**config.mk**
```make
export PLATFORM = sky130hd
export DESIGN_NAME = accel_activity_classifier
export DESIGN_NICKNAME = d
export VERILOG_FILES = /design/src/hw/rtl/aac_pkg.sv /design/src/hw/rtl/aac_sumsq.sv /design/src/hw/rtl/aac_isqrt.sv /design/src/hw/rtl/aac_div.sv /design/src/hw/rtl/accel_activity_classifier.sv
export SDC_FILE = /design/constraint.sdc
export NUM_CORES = 1
export LEC_CHECK = 0
export ABC_CLOCK_PERIOD_IN_PS = 14710
export BUFFER_PORTS_ARGS = -buffer_cell sky130_fd_sc_hd__buf_4
export CAP_MARGIN = 20
export CORE_MARGIN = 2
export CORE_UTILIZATION = 60
export DETAILED_ROUTE_END_ITERATION = 10
export GPL_TIMING_DRIVEN = 0
export PLACE_DENSITY_LB_ADDON = 0.15
export SETUP_SLACK_MARGIN = 0.5
export SLEW_MARGIN = 20
export SYNTH_ARGS = -nofsm -noshare
export SYNTH_HDL_FRONTEND = slang
export SYNTH_HIERARCHICAL = 1
export SYNTH_SLANG_ARGS = --single-unit
```
**constraint.sdc**
```tcl
create_clock -name clk -period 14.71 [get_ports clk]
set_clock_uncertainty 0.1 [all_clocks]
set_input_delay 0.7355 -clock clk [delete_from_list [all_inputs] [get_ports clk]]
set_output_delay 0.7355 -clock clk [all_outputs]
set_load 0.005 [all_outputs]
```
**src/hw/rtl/aac_pkg.sv**
```systemverilog
`timescale 1ns / 1ps

package aac_pkg;

  localparam int DEFAULT_SAMPLE_BITS = 16;

  localparam int AXIS_W     = 16;
  localparam int THR_W      = 12;
  localparam int CNT_W      = 8;
  localparam int CPG_W      = 16;
  localparam int DEV_W      = 13;
  localparam int LVL_W      = 2;
  localparam int MODE_W     = 2;
  localparam int CFG_IDX_W  = 3;
  localparam int CFG_DATA_W = 16;

  localparam int MG_PER_G = 1000;
  localparam int DEV_MAX  = 2519;
  localparam int Q_MAX    = DEV_MAX + MG_PER_G;
  localparam int Q_W      = 12;
  // root * 1000 needs 10 more bits than the root
  localparam int SCALE_GROW = 10;

  localparam logic [THR_W-1:0] RST_THRESH = THR_W'(400);
  localparam logic [CNT_W-1:0] RST_WINDOW = CNT_W'(200);
  localparam logic [CNT_W-1:0] RST_NORMAL = CNT_W'(50);
  localparam logic [CNT_W-1:0] RST_HIGH   = CNT_W'(100);
  localparam logic [CPG_W-1:0] RST_CPG    = CPG_W'(16129);

  typedef enum logic [MODE_W-1:0] {
    MODE_SAMPLE = 2'd0,
    MODE_ON     = 2'd1,
    MODE_OFF    = 2'd2
  } mode_t;

  typedef enum logic [LVL_W-1:0] {
    LVL_OFF     = 2'd0,
    LVL_NORMAL  = 2'd1,
    LVL_HIGH    = 2'd2,
    LVL_EXTREME = 2'd3
  } level_t;

  typedef enum logic [CFG_IDX_W-1:0] {
    CFG_THRESH = 3'd0,
    CFG_WINDOW = 3'd1,
    CFG_NORMAL = 3'd2,
    CFG_HIGH   = 3'd3,
    CFG_CPG    = 3'd4
  } cfg_idx_t;

  typedef enum logic [2:0] {
    ST_IDLE,
    ST_SUMSQ,
    ST_ROOT,
    ST_SCALE,
    ST_DIV,
    ST_UPDATE,
    ST_EMIT
  } state_t;

  // status of one serial arithmetic unit
  typedef struct packed {
    logic busy;
    logic done;
  } aac_stat_t;

endpackage

```
**src/hw/rtl/aac_sumsq.sv**
```systemverilog
`timescale 1ns / 1ps

module aac_sumsq
  import aac_pkg::*;
#(
  parameter int SB = DEFAULT_SAMPLE_BITS
) (
  input  logic            clk,
  input  logic            rst_n,
  input  logic            start,
  input  logic [SB-1:0]   mag_a,
  input  logic [SB-1:0]   mag_b,
  input  logic [SB-1:0]   mag_c,
  output aac_stat_t       stat,
  output logic [2*SB-1:0] sum
);

  localparam int SW = 2 * SB;
  localparam int BW = $clog2(SB);
  localparam logic [1:0] LAST_AXIS = 2'd2;

  logic [SW-1:0] mcand_r, mcand_nxt;
  logic [SW-1:0] acc_r, acc_nxt;
  logic [SB-1:0] mplier_r, mplier_nxt;
  logic [SB-1:0] next_b_r, next_b_nxt;
  logic [SB-1:0] next_c_r, next_c_nxt;
  logic [BW-1:0] bit_cnt_r, bit_cnt_nxt;
  logic [1:0]    axis_r, axis_nxt;
  logic          busy_r, busy_nxt;
  logic          done_r, done_nxt;
  logic          last_bit;

  assign last_bit = (bit_cnt_r == BW'(SB - 1));

  // shift-add squarer: one multiplier bit per cycle, axes one after another
  always_comb begin
    mcand_nxt   = mcand_r;
    acc_nxt     = acc_r;
    mplier_nxt  = mplier_r;
    next_b_nxt  = next_b_r;
    next_c_nxt  = next_c_r;
    bit_cnt_nxt = bit_cnt_r;
    axis_nxt    = axis_r;
    busy_nxt    = busy_r;
    done_nxt    = 1'b0;
    if (start) begin
      acc_nxt     = '0;
      mcand_nxt   = SW'(mag_a);
      mplier_nxt  = mag_a;
      next_b_nxt  = mag_b;
      next_c_nxt  = mag_c;
      bit_cnt_nxt = '0;
      axis_nxt    = '0;
      busy_nxt    = 1'b1;
    end else if (busy_r) begin
      if (mplier_r[0]) begin
        acc_nxt = acc_r + mcand_r;
      end
      mcand_nxt   = mcand_r << 1;
      mplier_nxt  = mplier_r >> 1;
      bit_cnt_nxt = bit_cnt_r + 1'b1;
      if (last_bit) begin
        bit_cnt_nxt = '0;
        mcand_nxt   = SW'(next_b_r);
        mplier_nxt  = next_b_r;
        next_b_nxt  = next_c_r;
        axis_nxt    = axis_r + 1'b1;
        if (axis_r == LAST_AXIS) begin
          busy_nxt = 1'b0;
          done_nxt = 1'b1;
        end
      end
    end
  end

  always_ff @(posedge clk) begin
    if (!rst_n) begin
      busy_r <= 1'b0;
      done_r <= 1'b0;
    end else begin
      busy_r <= busy_nxt;
      done_r <= done_nxt;
    end
  end

  always_ff @(posedge clk) begin
    mcand_r   <= mcand_nxt;
    acc_r     <= acc_nxt;
    mplier_r  <= mplier_nxt;
    next_b_r  <= next_b_nxt;
    next_c_r  <= next_c_nxt;
    bit_cnt_r <= bit_cnt_nxt;
    axis_r    <= axis_nxt;
  end

  assign stat.busy = busy_r;
  assign stat.done = done_r;
  assign sum       = acc_r;

endmodule

```
**src/hw/rtl/aac_isqrt.sv**
```systemverilog
`timescale 1ns / 1ps

module aac_isqrt
  import aac_pkg::*;
#(
  parameter int SB = DEFAULT_SAMPLE_BITS
) (
  input  logic            clk,
  input  logic            rst_n,
  input  logic            start,
  input  logic [2*SB-1:0] radicand,
  output aac_stat_t       stat,
  output logic [SB-1:0]   root
);

  localparam int SW = 2 * SB;

  logic [SW-1:0] n_r, n_nxt;
  logic [SW-1:0] res_r, res_nxt;
  logic [SW-1:0] bit_r, bit_nxt;
  logic [SW-1:0] trial;
  logic          busy_r, busy_nxt;
  logic          done_r, done_nxt;

  assign trial = res_r + bit_r;

  // digit-by-digit root, one result bit per cycle; bit_r walks down by 2
  always_comb begin
    n_nxt    = n_r;
    res_nxt  = res_r;
    bit_nxt  = bit_r;
    busy_nxt = busy_r;
    done_nxt = 1'b0;
    if (start) begin
      n_nxt    = radicand;
      res_nxt  = '0;
      bit_nxt  = {2'b01, {(SW-2){1'b0}}};
      busy_nxt = 1'b1;
    end else if (busy_r) begin
      if (n_r >= trial) begin
        n_nxt   = n_r - trial;
        res_nxt = (res_r >> 1) + bit_r;
      end else begin
        res_nxt = res_r >> 1;
      end
      bit_nxt = bit_r >> 2;
      if (bit_r[0]) begin
        busy_nxt = 1'b0;
        done_nxt = 1'b1;
      end
    end
  end

  always_ff @(posedge clk) begin
    if (!rst_n) begin
      busy_r <= 1'b0;
      done_r <= 1'b0;
    end else begin
      busy_r <= busy_nxt;
      done_r <= done_nxt;
    end
  end

  always_ff @(posedge clk) begin
    n_r   <= n_nxt;
    res_r <= res_nxt;
    bit_r <= bit_nxt;
  end

  assign stat.busy = busy_r;
  assign stat.done = done_r;
  assign root      = res_r[SB-1:0];

endmodule

```
**src/hw/rtl/aac_div.sv**
```systemverilog
`timescale 1ns / 1ps

module aac_div
  import aac_pkg::*;
#(
  parameter int DW = DEFAULT_SAMPLE_BITS + SCALE_GROW,
  parameter int VW = CPG_W
) (
  input  logic          clk,
  input  logic          rst_n,
  input  logic          start,
  input  logic [DW-1:0] dividend,
  input  logic [VW-1:0] divisor,
  output aac_stat_t     stat,
  output logic [DW-1:0] quotient
);

  localparam int CW = $clog2(DW);

  logic [VW-1:0] rem_r, rem_nxt;
  logic [DW-1:0] quo_r, quo_nxt;
  logic [VW-1:0] dvs_r, dvs_nxt;
  logic [CW-1:0] cnt_r, cnt_nxt;
  logic          busy_r, busy_nxt;
  logic          done_r, done_nxt;
  logic [VW:0]   trial;
  logic [VW:0]   diff;
  logic          fits;

  assign trial = {rem_r, quo_r[DW-1]};
  assign fits  = (trial >= {1'b0, dvs_r});
  assign diff  = trial - {1'b0, dvs_r};

  // restoring division, one quotient bit per cycle shifted into quo_r
  always_comb begin
    rem_nxt  = rem_r;
    quo_nxt  = quo_r;
    dvs_nxt  = dvs_r;
    cnt_nxt  = cnt_r;
    busy_nxt = busy_r;
    done_nxt = 1'b0;
    if (start) begin
      rem_nxt  = '0;
      quo_nxt  = dividend;
      dvs_nxt  = divisor;
      cnt_nxt  = '0;
      busy_nxt = 1'b1;
    end else if (busy_r) begin
      rem_nxt = fits ? diff[VW-1:0] : trial[VW-1:0];
      quo_nxt = {quo_r[DW-2:0], fits};
      cnt_nxt = cnt_r + 1'b1;
      if (cnt_r == CW'(DW - 1)) begin
        busy_nxt = 1'b0;
        done_nxt = 1'b1;
      end
    end
  end

  always_ff @(posedge clk) begin
    if (!rst_n) begin
      busy_r <= 1'b0;
      done_r <= 1'b0;
    end else begin
      busy_r <= busy_nxt;
      done_r <= done_nxt;
    end
  end

  always_ff @(posedge clk) begin
    rem_r <= rem_nxt;
    quo_r <= quo_nxt;
    dvs_r <= dvs_nxt;
    cnt_r <= cnt_nxt;
  end

  assign stat.busy = busy_r;
  assign stat.done = done_r;
  assign quotient  = quo_r;

endmodule

```
**src/hw/rtl/accel_activity_classifier.sv**
```systemverilog
`timescale 1ns / 1ps

// Activity classifier for three-axis accelerometer items. An item is a sample
// (mode 0) or an on (1) / off (2) command. While on, each sample's magnitude
// sqrt(x^2+y^2+z^2) is turned into a deviation from 1 g in mg, saturated at
// 2519; running peak and least deviation are kept forever, and samples above
// the motion threshold are counted. When the window fills, the window's last
// sample reports level 1/2/3 with its detection count; switching off reports
// level 0. A sample holds the block from its accept to the next accept while
// it passes the bit-serial squarer, root and divider and the sequencing
// states, and a sample that reports also passes the emit state. An off
// command that reports passes the emit state too. Input is taken only
// between items; a pending result waits in the output register without
// holding off the next item, but a second report holds the input until the
// first one is taken. Config writes are always ready and belong between
// items, while nothing is in flight.

module accel_activity_classifier
  import aac_pkg::*;
#(
  parameter int SAMPLE_BITS = DEFAULT_SAMPLE_BITS
) (
  input  logic                         clk,
  input  logic                         rst_n,
  input  logic                         in_valid,
  output logic                         in_ready,
  input  logic [MODE_W-1:0]            in_mode,
  input  logic signed [AXIS_W-1:0]     in_accel_x,
  input  logic signed [AXIS_W-1:0]     in_accel_y,
  input  logic signed [AXIS_W-1:0]     in_accel_z,
  output logic                         out_valid,
  input  logic                         out_ready,
  output logic [LVL_W-1:0]             out_activity_level,
  output logic [CNT_W-1:0]             out_detections,
  output logic signed [DEV_W-1:0]      out_peak_deviation,
  output logic signed [DEV_W-1:0]      out_least_deviation,
  input  logic                         cfg_valid,
  output logic                         cfg_ready,
  input  logic [CFG_IDX_W-1:0]         cfg_index,
  input  logic [CFG_DATA_W-1:0]        cfg_data
);

  localparam int SB = SAMPLE_BITS;
  localparam int SW = 2 * SB;
  localparam int PW = SB + SCALE_GROW;

  // config registers
  logic [THR_W-1:0] thresh_r, thresh_nxt;
  logic [CNT_W-1:0] window_r, window_nxt;
  logic [CNT_W-1:0] normal_r, normal_nxt;
  logic [CNT_W-1:0] high_r, high_nxt;
  logic [CPG_W-1:0] cpg_r, cpg_nxt;

  state_t                  state_r, state_nxt;
  logic                    powered_r, powered_nxt;
  logic [CNT_W-1:0]        smp_cnt_r, smp_cnt_nxt;
  logic [CNT_W-1:0]        det_cnt_r, det_cnt_nxt;
  logic signed [DEV_W-1:0] max_dev_r, max_dev_nxt;
  logic signed [DEV_W-1:0] min_dev_r, min_dev_nxt;
  logic [PW-1:0]           prod_r, prod_nxt;
  logic signed [DEV_W-1:0] dev_r, dev_nxt;
  level_t                  pend_lvl_r, pend_lvl_nxt;
  logic [CNT_W-1:0]        pend_det_r, pend_det_nxt;

  logic                    out_valid_r, out_valid_nxt;
  logic [LVL_W-1:0]        out_lvl_r, out_lvl_nxt;
  logic [CNT_W-1:0]        out_det_r, out_det_nxt;
  logic signed [DEV_W-1:0] out_peak_r, out_peak_nxt;
  logic signed [DEV_W-1:0] out_least_r, out_least_nxt;

  logic [SB-1:0] raw_x, raw_y, raw_z;
  logic [SB-1:0] mag_x, mag_y, mag_z;
  logic          in_acc;
  logic          sq_start, rt_start, dv_start;
  aac_stat_t     sq_stat, rt_stat, dv_stat;
  logic [SW-1:0] sq_sum;
  logic [SB-1:0] root;
  logic [PW-1:0] quo;
  logic [CPG_W-1:0] divisor;
  logic [Q_W-1:0]   q_sat;
  logic          hit;
  logic [CNT_W-1:0] det_inc, smp_inc;

  assign raw_x = in_accel_x[SB-1:0];
  assign raw_y = in_accel_y[SB-1:0];
  assign raw_z = in_accel_z[SB-1:0];
  // two's complement magnitude; the most negative value maps to 2^(SB-1)
  assign mag_x = raw_x[SB-1] ? (~raw_x + 1'b1) : raw_x;
  assign mag_y = raw_y[SB-1] ? (~raw_y + 1'b1) : raw_y;
  assign mag_z = raw_z[SB-1] ? (~raw_z + 1'b1) : raw_z;

  assign in_acc  = in_valid && in_ready;
  assign divisor = (cpg_r == '0) ? CPG_W'(1) : cpg_r;
  assign q_sat   = (quo > PW'(Q_MAX)) ? Q_W'(Q_MAX) : quo[Q_W-1:0];

  assign hit     = dev_r > $signed({1'b0, thresh_r});
  assign det_inc = (hit && det_cnt_r != '1) ? det_cnt_r + 1'b1 : det_cnt_r;
  assign smp_inc = (smp_cnt_r != '1) ? smp_cnt_r + 1'b1 : smp_cnt_r;

  aac_sumsq #(
    .SB (SB)
  ) u_sumsq (
    .clk   (clk),
    .rst_n (rst_n),
    .start (sq_start),
    .mag_a (mag_x),
    .mag_b (mag_y),
    .mag_c (mag_z),
    .stat  (sq_stat),
    .sum   (sq_sum)
  );

  aac_isqrt #(
    .SB (SB)
  ) u_isqrt (
    .clk      (clk),
    .rst_n    (rst_n),
    .start    (rt_start),
    .radicand (sq_sum),
    .stat     (rt_stat),
    .root     (root)
  );

  aac_div #(
    .DW (PW),
    .VW (CPG_W)
  ) u_div (
    .clk      (clk),
    .rst_n    (rst_n),
    .start    (dv_start),
    .dividend (prod_r),
    .divisor  (divisor),
    .stat     (dv_stat),
    .quotient (quo)
  );

  assign rt_start = sq_stat.done;

  // config port
  always_comb begin
    thresh_nxt = thresh_r;
    window_nxt = window_r;
    normal_nxt = normal_r;
    high_nxt   = high_r;
    cpg_nxt    = cpg_r;
    if (cfg_valid && cfg_ready) begin
      unique case (cfg_index)
        CFG_THRESH: thresh_nxt = cfg_data[THR_W-1:0];
        CFG_WINDOW: window_nxt = cfg_data[CNT_W-1:0];
        CFG_NORMAL: normal_nxt = cfg_data[CNT_W-1:0];
        CFG_HIGH:   high_nxt   = cfg_data[CNT_W-1:0];
        CFG_CPG:    cpg_nxt    = cfg_data[CPG_W-1:0];
        default:    ;
      endcase
    end
  end

  // sequencer and stats
  always_comb begin
    state_nxt     = state_r;
    powered_nxt   = powered_r;
    smp_cnt_nxt   = smp_cnt_r;
    det_cnt_nxt   = det_cnt_r;
    max_dev_nxt   = max_dev_r;
    min_dev_nxt   = min_dev_r;
    prod_nxt      = prod_r;
    dev_nxt       = dev_r;
    pend_lvl_nxt  = pend_lvl_r;
    pend_det_nxt  = pend_det_r;
    out_valid_nxt = out_valid_r && !out_ready;
    out_lvl_nxt   = out_lvl_r;
    out_det_nxt   = out_det_r;
    out_peak_nxt  = out_peak_r;
    out_least_nxt = out_least_r;
    in_ready      = 1'b0;
    sq_start      = 1'b0;
    dv_start      = 1'b0;
    unique case (state_r)
      ST_IDLE: begin
        in_ready = 1'b1;
        if (in_valid) begin
          unique case (in_mode)
            MODE_SAMPLE: begin
              if (powered_r) begin
                sq_start  = 1'b1;
                state_nxt = ST_SUMSQ;
              end
            end
            MODE_ON: powered_nxt = 1'b1;
            MODE_OFF: begin
              if (powered_r) begin
                powered_nxt  = 1'b0;
                pend_lvl_nxt = LVL_OFF;
                pend_det_nxt = '0;
                state_nxt    = ST_EMIT;
              end
            end
            default: ;
          endcase
        end
      end
      ST_SUMSQ: begin
        if (sq_stat.done) begin
          state_nxt = ST_ROOT;
        end
      end
      ST_ROOT: begin
        if (rt_stat.done) begin
          // root * 1000 = (root << 10) - (root << 5) + (root << 3)
          prod_nxt  = (PW'(root) << 10) - (PW'(root) << 5) + (PW'(root) << 3);
          state_nxt = ST_SCALE;
        end
      end
      ST_SCALE: begin
        dv_start  = 1'b1;
        state_nxt = ST_DIV;
      end
      ST_DIV: begin
        if (dv_stat.done) begin
          dev_nxt   = $signed({1'b0, q_sat}) - DEV_W'(MG_PER_G);
          state_nxt = ST_UPDATE;
        end
      end
      ST_UPDATE: begin
        if (dev_r > max_dev_r) begin
          max_dev_nxt = dev_r;
        end
        if (dev_r < min_dev_r) begin
          min_dev_nxt = dev_r;
        end
        if (smp_inc >= window_r) begin
          if (det_inc <= normal_r) begin
            pend_lvl_nxt = LVL_NORMAL;
          end else if (det_inc <= high_r) begin
            pend_lvl_nxt = LVL_HIGH;
          end else begin
            pend_lvl_nxt = LVL_EXTREME;
          end
          pend_det_nxt = det_inc;
          smp_cnt_nxt  = '0;
          det_cnt_nxt  = '0;
          state_nxt    = ST_EMIT;
        end else begin
          smp_cnt_nxt = smp_inc;
          det_cnt_nxt = det_inc;
          state_nxt   = ST_IDLE;
        end
      end
      ST_EMIT: begin
        if (!out_valid_r || out_ready) begin
          out_valid_nxt = 1'b1;
          out_lvl_nxt   = pend_lvl_r;
          out_det_nxt   = pend_det_r;
          out_peak_nxt  = max_dev_r;
          out_least_nxt = min_dev_r;
          state_nxt     = ST_IDLE;
        end
      end
      default: state_nxt = ST_IDLE;
    endcase
  end

  always_ff @(posedge clk) begin
    if (!rst_n) begin
      state_r     <= ST_IDLE;
      powered_r   <= 1'b0;
      smp_cnt_r   <= '0;
      det_cnt_r   <= '0;
      max_dev_r   <= '0;
      min_dev_r   <= DEV_W'(DEV_MAX);
      out_valid_r <= 1'b0;
      thresh_r    <= RST_THRESH;
      window_r    <= RST_WINDOW;
      normal_r    <= RST_NORMAL;
      high_r      <= RST_HIGH;
      cpg_r       <= RST_CPG;
    end else begin
      state_r     <= state_nxt;
      powered_r   <= powered_nxt;
      smp_cnt_r   <= smp_cnt_nxt;
      det_cnt_r   <= det_cnt_nxt;
      max_dev_r   <= max_dev_nxt;
      min_dev_r   <= min_dev_nxt;
      out_valid_r <= out_valid_nxt;
      thresh_r    <= thresh_nxt;
      window_r    <= window_nxt;
      normal_r    <= normal_nxt;
      high_r      <= high_nxt;
      cpg_r       <= cpg_nxt;
    end
  end

  always_ff @(posedge clk) begin
    prod_r      <= prod_nxt;
    dev_r       <= dev_nxt;
    pend_lvl_r  <= pend_lvl_nxt;
    pend_det_r  <= pend_det_nxt;
    out_lvl_r   <= out_lvl_nxt;
    out_det_r   <= out_det_nxt;
    out_peak_r  <= out_peak_nxt;
    out_least_r <= out_least_nxt;
  end

  assign cfg_ready           = 1'b1;
  assign out_valid           = out_valid_r;
  assign out_activity_level  = out_lvl_r;
  assign out_detections      = out_det_r;
  assign out_peak_deviation  = out_peak_r;
  assign out_least_deviation = out_least_r;

  a_units_excl: assert property (@(posedge clk) disable iff (!rst_n)
    $onehot0({sq_stat.busy, rt_stat.busy, dv_stat.busy}))
    else $error("more than one arithmetic unit busy");

  a_ready_quiet: assert property (@(posedge clk) disable iff (!rst_n)
    in_ready |-> !(sq_stat.busy || rt_stat.busy || dv_stat.busy))
    else $error("input ready while a sample is in flight");

  a_off_emit: assert property (@(posedge clk) disable iff (!rst_n)
    (in_acc && (in_mode == MODE_OFF) && powered_r) |=> (state_r == ST_EMIT) && !powered_r)
    else $error("switch-off did not schedule a report");

  a_off_no_det: assert property (@(posedge clk) disable iff (!rst_n)
    (out_valid && (out_activity_level == LVL_OFF)) |-> (out_detections == '0))
    else $error("level-off report carries detections");

endmodule
```
==> reports/qor.log, run 1 <==
qor: status.run_status completed
qor: layout.area_growth_syn_to_layout 12.0%
qor: clock_tree.ctsLongestPathBuffers 3
qor: drt.avgRoutedWirePerCell 19.5 µm
qor: global_routing.grt_max_degree 35
qor: clock_tree.htree_num_levels 2
qor: layout.sequential_cell_area_in_the_final_layout 0.0112 mm²
qor: layout.n_antenna_cell 0
qor: power_and_ir_drop.switchingPower 0.904 mW
qor: timing.report.final.setup_viol 0
qor: clock_tree.cts_root_buffer clkbuf_16
qor: synth.synthesis.area 0.0281 mm²
qor: power_and_ir_drop.switching_fraction_of_total_power 0.281
qor: place.routabilityCongestion 0.954
qor: synth.number_of_cells_produced_by_synthesis 3058
qor: clock_tree.cts_post_setup_buffers_inserted 0
qor: layout.post_route_cells_drive_above_1_share 0.114
qor: worst_setup_path.crit_type reg -> reg
qor: layout.finalNetCount 3529
qor: layout.filler_cell_count 3695
qor: timing.finalHoldViolCount 0
qor: worst_setup_path.cp_max_fo 17
qor: drt.remaining_drc_errors 0
qor: timing.final-max-slew-violation-count 0
qor: global_routing.grt_use_total 0.306
qor: worst_setup_path.crit_arrival 6.38 ns
qor: layout.multi_input_comb_area 0.0155 mm²
qor: worst_setup_path.worstSetupEndpointType flop
qor: power_and_ir_drop.internal-power 2.31 mW
qor: worst_setup_path.rr_startpoint u_isqrt/bit_r[0]$_SDFFE_PP0P_
qor: drt.drt_first_iter_violations 2231
qor: clock_tree.clk_pin_slew_worst_paths 0.07 ns
qor: power_and_ir_drop.peakVddDrop 0.000132 V
qor: drt.drt_pre_antenna_iters 6
qor: global_routing.globalRoute.totalOverflow 0
qor: power_and_ir_drop.pwr-share-comb 0.161
qor: floorplan.start_util 0.606
qor: power_and_ir_drop.p_clk_frac 0.391
qor: timing.grt_setup_unrepaired no
qor: floorplan.core.rowCount 79
qor: floorplan.die_x 220 µm
qor: timing.timing.hold.ws 0.253 ns
qor: timing.least_margin_pin_slew 1.02 ns
qor: worst_setup_path.worstPathRequired 14.89 ns
qor: power_and_ir_drop.power-per-cell-area 102 mW/mm²
qor: clock_tree.tritoncts.num_buffers 49
qor: worst_setup_path.crit_start u_isqrt/bit_r[0]$_SDFFE_PP0P_
qor: timing.fin_crit 6.20 ns
qor: clock_tree.tritoncts_num_sinks 448
qor: clock_tree.clock_tree_from_tritoncts done
qor: worst_hold_path.hold_path_startpoint in_accel_z[0]
qor: floorplan.top_level_ports 113
qor: worst_hold_path.min_path_type in -> reg
qor: place.post-place-cells 3784
qor: place.hpwl 57400 µm
qor: power_and_ir_drop.total_leakage_power 12.5 nW
qor: power_and_ir_drop.total_power 3.22 mW
qor: power_and_ir_drop.pwr-share-seq 0.448
qor: clock_tree.clkLatencyLatePin 0.59 ns
qor: layout.postLayoutCoreUtil 0.678
qor: place.port-buffer-count 111
qor: global_routing.initial_antenna_violation_count 0
qor: clock_tree.resized_cells_post_cts 0
qor: global_routing.vias_in_the_first_global_route 22744
qor: drt.antenna_left 0
qor: clock_tree.postCtsHoldBufs 0
qor: floorplan.y_dimension_of_the_die 220 µm
qor: layout.finish.cell_count_without_fillers 3875
qor: timing.timing.max_slew.rel_slack 0.316
qor: worst_setup_path.critical_path_launch_point_type flop
qor: timing.fmax 161 MHz
qor: run.max_cap_viols 0
qor: synth.synthesis.yosys.warnings 6
qor: floorplan.fp.dieArea 0.0485 mm²
qor: floorplan.core 0.0464 mm²
qor: drt.totalWireLength 75400 µm
qor: timing.setup_total_negative_slack 0 ns
qor: timing.timing.final.crit_share 0.421
qor: drt.vias 23984
qor: global_routing.first_pass_grt_wire_length 118000 µm
qor: drt.vias_per_cell 6.19
qor: synth.postSynthAreaPerCell 9.18 µm²
-- metrics by stage --
step | setup WS [ns] | area [µm²]
2_1_floorplan | 8.06 | 28100
3_3_place_gp | 5.83 | 29700
3_5_place_dp | 8.64 | 29800
4_1_cts | 8.63 | 31400
5_1_grt | 8.19 | 31400
6_report | 8.51 | 31400
-- worst max-delay path: stages (launching register included) --
cell,delay (ns)
dfxtp_1,0.46
ha_1,0.27
ha_1,0.22
a21oi_1,0.11
o31ai_1,0.39
a21oi_1,0.21
o21bai_1,0.28
a41oi_1,0.23
nor3_1,0.29
o31ai_1,0.14
xor2_1,0.19
ha_1,0.30
clkbuf_1,0.32
nand4_1,0.14
nor3_1,0.54
o211ai_4,0.27
and2_4,0.23
buf_6,0.15
buf_4,0.20
o21ai_4,0.59
buf_16,0.24
-- area by class of cell --
class / count / area share
tap: 607 / 0.0242
inverter: 182 / 0.0217
clock buffer: 61 / 0.0428
multi-input combinational: 2272 / 0.493
sequential: 448 / 0.355
clock inverter: 30 / 0.00971
buffer: 158 / 0.0236
timing repair buffer: 117 / 0.0292
-- layer usage --
| layer | global-route usage | vias up | wire [µm] |
|---|---|---|---|
| met5 | 0 | - | 0 |
| met4 | 0.108 | 0 | 2200 |
| met3 | 0.0353 | 110 | 5010 |
| met2 | 0.511 | 893 | 35400 |
| met1 | 0.413 | 11521 | 32800 |
| li1 | - | 11460 | - |
-- path summary, 6_finish.rpt --
check,endpoint,slack [ns],cells after the start
worst max register to register,u_isqrt/n_r[24]$_DFFE_PP_,8.51,20
worst min-delay path,u_sumsq/next_c_r[0]$_DFFE_PP_,0.25,1
worst min register to register,out_detections[6]$_DFFE_PP_,0.32,0
worst max-delay path,u_isqrt/n_r[24]$_DFFE_PP_,8.51,20
-- flip-flops by register name (all words and copies together) (netlist names), 12 cells and up --
signal / cells
prod_r: 23
u_isqrt/bit_r: 16
max_dev_r: 13
out_peak_deviation: 13
cpg_r: 16
u_sumsq/mplier_r: 16
u_isqrt/n_r: 32
u_div/quotient: 26
u_sumsq/next_b_r: 16
u_sumsq/mcand_r: 32
u_div/rem_r: 16
dev_r: 13
thresh_r: 12
out_least_deviation: 13
u_sumsq/next_c_r: 16
u_sumsq/sum: 32
min_dev_r: 13
u_isqrt/res_r: 32
u_div/dvs_r: 16
-- placed cells by master, fill, tap and decap left out, types with 11 or more instances in the layout --
master       n
a31oi_1     42
o211ai_1    45
nand4_1     34
or2_2       13
ha_1       215
nor2b_1     17
fa_1        12
xnor2_1    100
inv_1      181
nand2b_1    21
nand3_1     72
and2_1      23
a21o_1      57
a21oi_1    252
and3_1      17
nand2_1    367
o21a_1      29
nor2_1     228
or3_1       14
a211o_1     13
mux2i_1     46
nor4_1      22
clkbuf_1   114
a31o_2      12
mux2_2      52
clkbuf_16   51
nor3_1      55
buf_1       11
a22o_1      20
a211oi_1    33
o21bai_1    22
dfxtp_1    228
buf_4      138
edfxtp_1   220
xor2_1      64
o21ai_0    123
a21boi_0    13
o31ai_1     27
-- power by group through the flow --
stage	sequential [mW]	combinational, mW	clock, mW
floorplan	1.44	0.385	0
global placement	1.46	0.490	0
detailed placement	1.47	0.507	0
CTS	1.44	0.512	1.28
global route	1.45	0.575	1.33
finish	1.44	0.519	1.26
(Power assumes the default switching activity.)
==> run 2: changes to the inputs <==
--- a/config.mk
+++ b/config.mk
@@ -5,7 +5,7 @@
 export SDC_FILE = /design/constraint.sdc
 export NUM_CORES = 1
 export LEC_CHECK = 0
-export ABC_CLOCK_PERIOD_IN_PS = 14710
+export ABC_CLOCK_PERIOD_IN_PS = 6350
 export BUFFER_PORTS_ARGS = -buffer_cell sky130_fd_sc_hd__buf_4
 export CAP_MARGIN = 20
 export CORE_MARGIN = 2
==> constraint.sdc (replaced) <==
create_clock -name clk -period 6.35 [get_ports clk]
set_clock_uncertainty 0.1 [all_clocks]
set_input_delay 0.3175 -clock clk [delete_from_list [all_inputs] [get_ports clk]]
set_output_delay 0.3175 -clock clk [all_outputs]
set_load 0.005 [all_outputs]
==> run 2 against run 1 <==
Critical path depth increased by 1. Maximum frequency increased by 8.0%. Clock power increased by 140%. First-iteration DRC count decreased by 10%. Count of clock-buffer cells in the layout rose by 2. Cell area increased by 1.6%. Non-clock buffer count is 40 higher. Flip-flop and latch count unchanged. Via count shrank 0.63%. Critical endpoint is now u_isqrt/n_r[10]$_DFFE_PP_. Largest cell class unchanged. Largest power group unchanged.
==> reports/qor.log, run 2 (synthesized netlist as in run 1, its figures left out) <==
qor: clock_tree.htree_num_levels 2 [unchanged]
qor: floorplan.die_x 220 µm [unchanged]
qor: worst_setup_path.crit_type reg -> reg [unchanged]
qor: worst_setup_path.critical_path_launch_point_type flop [unchanged]
qor: layout.layout_common_cells 367 x nand2_1, 251 x a21oi_1, 228 x nor2_1 [was 367 x nand2_1, 252 x a21oi_1, 228 x nor2_1, 228 x dfxtp_1, 220 x edfxtp_1]
qor: drt.antenna_left 0 [unchanged]
qor: power_and_ir_drop.power-per-cell-area 237 mW/mm² [was 102 mW/mm²]
qor: timing.report.final.setup_viol 0 [unchanged]
qor: timing.least_margin_pin_slew 1.07 ns [was 1.02 ns]
qor: timing.fmax 174 MHz [was 161 MHz]
qor: global_routing.grt_max_degree 36 [was 35]
qor: layout.post_route_cells_drive_above_1_share 0.115 [was 0.114]
qor: global_routing.vias_in_the_first_global_route 22915 [was 22744]
qor: timing.timing.hold.ws 0.0383 ns [was 0.253 ns]
qor: run.max_cap_viols 0 [unchanged]
qor: clock_tree.tritoncts_num_sinks 448 [unchanged]
qor: worst_setup_path.crit_arrival 5.99 ns [was 6.38 ns]
qor: drt.avgRoutedWirePerCell 19.3 µm [was 19.5 µm]
qor: layout.postLayoutCoreUtil 0.689 [was 0.678]
qor: layout.n_antenna_cell 0 [unchanged]
qor: floorplan.top_level_ports 113 [unchanged]
qor: worst_setup_path.worstPathRequired 6.60 ns [was 14.89 ns]
qor: clock_tree.cts_root_buffer clkbuf_16 [unchanged]
qor: place.port-buffer-count 111 [unchanged]
qor: status.run_status completed [unchanged]
qor: clock_tree.clk_pin_slew_worst_paths 0.06 ns [was 0.07 ns]
qor: worst_setup_path.critPathBufInv 5 [was 4]
qor: timing.finalHoldViolCount 0 [unchanged]
qor: place.routabilityCongestion 0.974 [was 0.954]
qor: drt.vias_per_cell 6.09 [was 6.19]
qor: worst_setup_path.critical-path-top-cell-by-count a31oi_1 [was ha_1]
qor: layout.finish.cell_count_without_fillers 3916 [was 3875]
qor: worst_setup_path.critPathTopFamily compound AO/OA/AOI/OAI gates [unchanged]
qor: timing.fin_crit 5.74 ns [was 6.20 ns]
qor: place.post-place-cells 3783 [was 3784]
qor: layout.filler_cell_count 3633 [was 3695]
qor: worst_setup_path.delay_contributed_by_the_slowest_stage_of_the_critical_path 0.53 ns [was 0.59 ns]
qor: drt.drt_pre_antenna_iters 6 [unchanged]
qor: worst_setup_path.worstSetupEndpointType flop [unchanged]
qor: drt.drt_first_iter_violations 2001 [was 2231]
qor: timing.final-max-slew-violation-count 0 [unchanged]
qor: global_routing.globalRoute.totalOverflow 0 [unchanged]
qor: worst_setup_path.cp_max_fo 21 [was 17]
qor: place.hpwl 56900 µm [was 57400 µm]
qor: clock_tree.ctsLongestPathBuffers 3 [unchanged]
qor: power_and_ir_drop.peakVddDrop 0.000234 V [was 0.000132 V]
qor: worst_setup_path.critical-path-slowest-cell dfxtp_1 [was o21ai_4]
qor: power_and_ir_drop.total_leakage_power 12.7 nW [was 12.5 nW]
qor: floorplan.start_util 0.606 [unchanged]
qor: timing.timing.max_slew.rel_slack 0.286 [was 0.316]
qor: floorplan.core.rowCount 79 [unchanged]
qor: global_routing.grt_use_total 0.308 [was 0.306]
qor: layout.finalNetCount 3569 [was 3529]
qor: drt.remaining_drc_errors 0 [unchanged]
qor: place.minimum_setup_slack_after_placement 0.403 ns [was 8.64 ns]
qor: layout.layout.cells.most_common nand2_1 [unchanged]
qor: worst_setup_path.timing.critical_path.cells ha_1, a31oi_1, o21bai_1, a31oi_1, o21ai_1, a21oi_2, o21ai_0, a31oi_1, xor2_1, ha_1, clkbuf_1, a21oi_1, o21bai_1, a41o_1, a221oi_4, buf_4, and2_4, buf_6, buf_4, o21ai_4, buf_16 [was ha_1, ha_1, a21oi_1, o31ai_1, a21oi_1, o21bai_1, a41oi_1, nor3_1, o31ai_1, xor2_1, ha_1, clkbuf_1, nand4_1, nor3_1, o211ai_4, and2_4, buf_6, buf_4, o21ai_4, buf_16]
qor: floorplan.core 0.0464 mm² [unchanged]
qor: floorplan.y_dimension_of_the_die 220 µm [unchanged]
qor: timing.timing.final.ws_setup 0.612 ns [was 8.51 ns]
qor: timing.timing.final.crit_share 0.904 [was 0.421]
qor: global_routing.first_pass_grt_wire_length 119000 µm [was 118000 µm]
qor: clock_tree.tritoncts.num_buffers 49 [unchanged]
qor: floorplan.fp.dieArea 0.0485 mm² [unchanged]
qor: clock_tree.clock_tree_from_tritoncts done [unchanged]
qor: timing.grt_setup_unrepaired no [unchanged]
qor: worst_hold_path.min_path_type in -> reg [unchanged]
qor: drt.vias 23832 [was 23984]
qor: clock_tree.clkLatencyLatePin 0.62 ns [was 0.59 ns]
qor: global_routing.initial_antenna_violation_count 0 [unchanged]
qor: layout.area_growth_syn_to_layout 13.7% [was 12.0%]
qor: drt.totalWireLength 75600 µm [was 75400 µm]
==> run 2: cell count changes in the layout (fill, tap and decap cells not counted), sizes merged <==
cell         delta
buf             +2
bufinv          +3
clkbuf          +2
clkinv          -1
clkinvlp        -4
dlygate4sd3    +38
inv             +1
==> run 2: repair_timing <==
item	4_1_cts	5_1_grt
hold buffers	38	0
pin swaps	0	2
endpoints found under the setup margin	21	42
hold endpoints to repair	76	0
gates resized for setup	2	6
setup buffers	0	3
==> run 2: tightest hold or removal path, delay by kind of cell <==
kind / cells / cell delay [ns]
buffers and inverters: 2 / 0.13
AO/OA/AOI/OAI: 1 / 0.17
==> run 2: area by class of cell <==
| type | count | area, µm² | share of cell area |
|---|---|---|---|
| Tap cell | 607 | 759 | 0.0238 |
| Sequential cell | 448 | 11200 | 0.350 |
| Timing Repair Buffer | 157 | 1320 | 0.0413 |
| Multi-Input combinational cell | 2272 | 15500 | 0.487 |
| Clock buffer | 63 | 1340 | 0.0420 |
| Buffer | 158 | 742 | 0.0232 |
| Inverter | 182 | 683 | 0.0214 |
| Clock inverter | 29 | 368 | 0.0115 |
==> run 2: final timing paths <==
| kind | start | end | slack [ns] | cells past startpoint |
|---|---|---|---|---|
| setup / recovery | u_isqrt/res_r[10]$_SDFFE_PP0P_ | u_isqrt/n_r[10]$_DFFE_PP_ | 0.61 | 21 |
| hold / removal | in_accel_z[1] | u_sumsq/next_c_r[1]$_DFFE_PP_ | 0.04 | 3 |
| setup reg to reg | u_isqrt/res_r[10]$_SDFFE_PP0P_ | u_isqrt/n_r[10]$_DFFE_PP_ | 0.61 | 21 |
| hold reg to reg | pend_det_r[3]$_SDFFCE_PP0P_ | out_detections[3]$_DFFE_PP_ | 0.33 | 0 |
==> run 2: layer usage <==
metal / share of wire / global-route usage
met2: 0.47 / 0.511
met4: 0.043 / 0.134
met5: 0 / 0
met3: 0.059 / 0.0353
met1: 0.43 / 0.407
==> run 2: where the power goes <==
group | internal, mW | total, mW | leakage, nW | switching [mW]
clock | 1.79 | 3.03 | 0.834 | 1.23
combinational | 0.505 | 1.22 | 8.05 | 0.717
sequential | 3.19 | 3.33 | 3.86 | 0.145
total | 5.49 | 7.58 | 12.7 | 2.09
==> run 2: per-stage QoR <==
step	TNS (ns)	power [mW]	cell area, µm²
2_1_floorplan	0	4.22	28100
3_3_place_gp	-42.22	4.52	29700
3_5_place_dp	0	4.57	29800
4_1_cts	0	7.61	31900
5_1_grt	0	7.89	31900
6_report	0	7.58	31900
==> run 3: changes to the inputs <==
--- a/config.mk
+++ b/config.mk
@@ -9,7 +9,7 @@
 export BUFFER_PORTS_ARGS = -buffer_cell sky130_fd_sc_hd__buf_4
 export CAP_MARGIN = 20
 export CORE_MARGIN = 2
-export CORE_UTILIZATION = 60
+export CORE_UTILIZATION = 36
 export DETAILED_ROUTE_END_ITERATION = 10
 export GPL_TIMING_DRIVEN = 0
 export PLACE_DENSITY_LB_ADDON = 0.15
@@ -17,5 +17,4 @@
 export SLEW_MARGIN = 20
 export SYNTH_ARGS = -nofsm -noshare
 export SYNTH_HDL_FRONTEND = slang
-export SYNTH_HIERARCHICAL = 1
 export SYNTH_SLANG_ARGS = --single-unit
==> run 3 against run 2 <==
The run now ends with design-rule violations left. Area after synthesis down 5.3%. Sequential share of layout area up 1.4 points. Combinational power rose to 2.6 times the previous value. Sequential power up 12%. Setup slack better by 0.31 ns. Critical endpoint is now u_isqrt.n_r[7]$_DFFE_PP_. Largest power group unchanged. Highest routed layer unchanged.
==> reports/qor.log, run 3 <==
qor: worst_setup_path.crit_arrival 5.64 ns [was 5.99 ns]
qor: timing.grt_setup_unrepaired no [unchanged]
qor: status.run_status finished, violations left [was completed]
qor: layout.filler_cell_count 7214 [was 3633]
qor: timing.least_margin_pin_slew 0.992 ns [was 1.07 ns]
qor: clock_tree.clkLatencyLatePin 0.61 ns [was 0.62 ns]
qor: worst_hold_path.min_path_type in -> reg [unchanged]
qor: drt.antenna_left 0 [unchanged]
qor: synth.count_of_unique_library_cells_instantiated_by_yosys 89
qor: place.minimum_setup_slack_after_placement -0.0477 ns [was 0.403 ns]
qor: status.violations design-rule violations
qor: timing.final-max-slew-violation-count 0 [unchanged]
qor: clock_tree.tritoncts_num_sinks 448 [unchanged]
qor: drt.drt_pre_antenna_iters 8 [was 6]
qor: clock_tree.tritoncts.num_buffers 51 [was 49]
qor: worst_setup_path.delay_contributed_by_the_slowest_stage_of_the_critical_path 0.44 ns [was 0.53 ns]
qor: synth.synth_top_area_share 0.249
qor: synth.commonest_cells_in_the_netlist 425 x nand2_1, 228 x dfxtp_1, 220 x edfxtp_1, 217 x a21oi_1, 215 x ha_1
qor: power_and_ir_drop.total_leakage_power 12.4 nW [was 12.7 nW]
qor: layout.layout.cells.most_common nand2_1 [unchanged]
qor: synth.number_of_cells_produced_by_synthesis 2914 [was 3058]
qor: worst_setup_path.critical-path-top-cell-by-count a21oi_1 [was a31oi_1]
qor: power_and_ir_drop.peakVddDrop 0.000198 V [was 0.000234 V]
qor: drt.vias 21801 [was 23832]
qor: place.port-buffer-count 111 [unchanged]
qor: synth.synth_area_leader_cell edfxtp_1
qor: global_routing.first_pass_grt_wire_length 113000 µm [was 119000 µm]
qor: clock_tree.clock_tree_from_tritoncts done [unchanged]
qor: global_routing.grt_max_degree 33 [was 36]
qor: worst_setup_path.crit_type reg -> reg [unchanged]
qor: floorplan.core.rowCount 99 [was 79]
qor: clock_tree.cts_root_buffer clkbuf_16 [unchanged]
qor: timing.fin_crit 5.43 ns [was 5.74 ns]
qor: drt.vias_per_cell 5.29 [was 6.09]
qor: worst_setup_path.critical_path_launch_point_type flop [unchanged]
qor: synth.postSynth.asyncResetShare 0
qor: synth.synthesis.area 0.0266 mm² [was 0.0281 mm²]
qor: worst_setup_path.timing.critical_path.cells clkbuf_1, nand2_1, or3_1, o21ai_2, a21oi_1, o31ai_2, a21oi_1, o21bai_1, xnor2_1, ha_1, a21oi_1, o21bai_1, a21o_1, a21oi_1, o21ai_0, a211oi_1, nand2_1, clkbuf_4, clkbuf_4, nand2_1, nand2_4, buf_12 [was ha_1, a31oi_1, o21bai_1, a31oi_1, o21ai_1, a21oi_2, o21ai_0, a31oi_1, xor2_1, ha_1, clkbuf_1, a21oi_1, o21bai_1, a41o_1, a221oi_4, buf_4, and2_4, buf_6, buf_4, o21ai_4, buf_16]
qor: place.hpwl 53700 µm [was 56900 µm]
qor: place.routabilityCongestion 0.849 [was 0.974]
qor: global_routing.initial_antenna_violation_count 1 [was 0]
qor: layout.finalNetCount 3425 [was 3569]
qor: synth.postSynthNetCount 3215
qor: layout.finish.instance_area 0.0307 mm² [was 0.0319 mm²]
qor: floorplan.start_util 0.364 [was 0.606]
qor: power_and_ir_drop.power-per-cell-area 318 mW/mm² [was 237 mW/mm²]
qor: synth.yosys.cell_count.top_type nand2_1
qor: synth.postSynthAreaPerCell 9.12 µm² [was 9.18 µm²]
qor: run.max_cap_viols 0 [unchanged]
qor: floorplan.die_x 276 µm [was 220 µm]
qor: floorplan.y_dimension_of_the_die 276 µm [was 220 µm]
qor: global_routing.grt_use_total 0.186 [was 0.308]
qor: layout.post_route_cells_drive_above_1_share 0.0822 [was 0.115]
qor: worst_setup_path.critical-path-slowest-cell dfxtp_1 [unchanged]
qor: timing.timing.final.ws_setup 0.921 ns [was 0.612 ns]
qor: clock_tree.clk_pin_slew_worst_paths 0.07 ns [was 0.06 ns]
qor: worst_setup_path.cp_max_fo 25 [was 21]
qor: layout.layout_common_cells 424 x nand2_1, 225 x dfxtp_1, 220 x edfxtp_1 [was 367 x nand2_1, 251 x a21oi_1, 228 x nor2_1]
qor: worst_setup_path.critPathBufInv 4 [was 5]
qor: timing.report.final.setup_viol 0 [unchanged]
qor: clock_tree.htree_num_levels 2 [unchanged]
qor: worst_setup_path.worstPathRequired 6.56 ns [was 6.60 ns]
qor: timing.timing.final.crit_share 0.855 [was 0.904]
qor: synth.synthesis.yosys.warnings 0 [was 6]
qor: place.detailed_place.area 0.0287 mm² [was 0.0298 mm²]
qor: synth.synth.area.top_cells edfxtp_1 25%, dfxtp_1 17%, ha_1 10%, nand2_1 6.0%, a21oi_1 4.1%
qor: synth.synth-seq-area-share 0.420
qor: worst_setup_path.worstSetupEndpointType flop [unchanged]
qor: drt.totalWireLength 71700 µm [was 75600 µm]
qor: worst_setup_path.critPathTopFamily compound AO/OA/AOI/OAI gates [unchanged]
qor: clock_tree.ctsLongestPathBuffers 3 [unchanged]
qor: timing.timing.max_slew.rel_slack 0.339 [was 0.286]
qor: synth.synth_enable_flop_cells 220
qor: global_routing.globalRoute.totalOverflow 0 [unchanged]
qor: synth.yosys_most_used_dff dfxtp_1
qor: timing.fmax 184 MHz [was 174 MHz]
qor: synth.ys_ff_latch 448
qor: timing.finalHoldViolCount 0 [unchanged]
qor: layout.area_growth_syn_to_layout 15.7% [was 13.7%]
qor: floorplan.fp.dieArea 0.0760 mm² [was 0.0485 mm²]
qor: drt.drt_first_iter_violations 1397 [was 2001]
qor: global_routing.vias_in_the_first_global_route 21343 [was 22915]
qor: floorplan.top_level_ports 113 [unchanged]
qor: floorplan.core 0.0731 mm² [was 0.0464 mm²]
qor: drt.avgRoutedWirePerCell 17.4 µm [was 19.3 µm]
qor: drt.remaining_drc_errors 11 [was 0]
run 3: worst paths after layout:
path,start,end,slack [ns],cells after the start
min reg2reg,pend_det_r[0]$_SDFFCE_PP0P_,out_detections[0]$_DFFE_PP_,0.32,0
max reg2reg,u_isqrt.res_r[9]$_SDFFE_PP0P_,u_isqrt.n_r[7]$_DFFE_PP_,0.92,22
max,u_isqrt.res_r[9]$_SDFFE_PP0P_,u_isqrt.n_r[7]$_DFFE_PP_,0.92,22
min,in_accel_y[10],u_sumsq.next_b_r[10]$_DFFE_PP_,0.04,3
run 3: through the flow:
| step | total power, mW | std cells | hold slack, ns | util | TNS [ns] |
|---|---|---|---|---|---|
| 2_1_floorplan | 6.19 | 2914 | 0.300 | - | 0 |
| 3_3_place_gp | 6.89 | 3984 | 0.324 | 0.391 | -21.62 |
| 3_5_place_dp | 6.97 | 3989 | 0.313 | 0.393 | -1.15 |
| 4_1_cts | 9.87 | 4122 | 0.00527 | 0.420 | 0 |
| 5_1_grt | 10.5 | 4124 | 0.0164 | 0.421 | 0 |
| 6_report | 9.79 | 4124 | 0.0406 | 0.421 | 0 |
run 3: cells by family after synthesis:
logic type,Yosys count,share of synthesized area
xor+xnor,177,0.0583
buf+inv,304,0.0439
fa+ha+maj,227,0.110
simple gates,940,0.162
flops,448,0.420
mux,60,0.0229
other cells,1,0.000141
compound gates,757,0.182
run 3: repair_timing:
item,CTS,global route
hold endpoints to repair,74,0
pin swaps,0,1
hold buffers,40,0
gates resized for setup,7,11
setup endpoints to repair,36,48
buffers inserted,0,1
run 3: layer usage:
metal | up-vias | track usage | routed length (µm)
met3 | 118 | 0.0258 | 3010
met2 | 451 | 0.310 | 33300
met5 | - | 0 | 0
met4 | 0 | 0.0593 | 1910
li1 | 10849 | - | -
met1 | 10383 | 0.248 | 33500
run 3: worst min-delay path: stages:
cell and delay, ns:
buf_4 0.10, xor2_1 0.06, o21ai_0 0.15
run 3: final cells by class:
type / count / area (µm²) / share of cell area
sequential: 448 / 11200 / 0.364
tap: 959 / 1200 / 0.0390
buffer: 128 / 517 / 0.0168
inverter: 176 / 661 / 0.0215
clock buffer: 73 / 1440 / 0.0469
multi-input combinational: 2162 / 14300 / 0.465
timing repair buffer: 157 / 1300 / 0.0424
antenna: 1 / 2.50 / 0.0000814
clock inverter: 20 / 136 / 0.00444
run 3: report_power, final:
| group | internal [mW] | switching [mW] |
|---|---|---|
| clock | 1.59 | 1.24 |
| sequential | 3.43 | 0.298 |
| combinational | 1.40 | 1.84 |
| total | 6.41 | 3.37 |
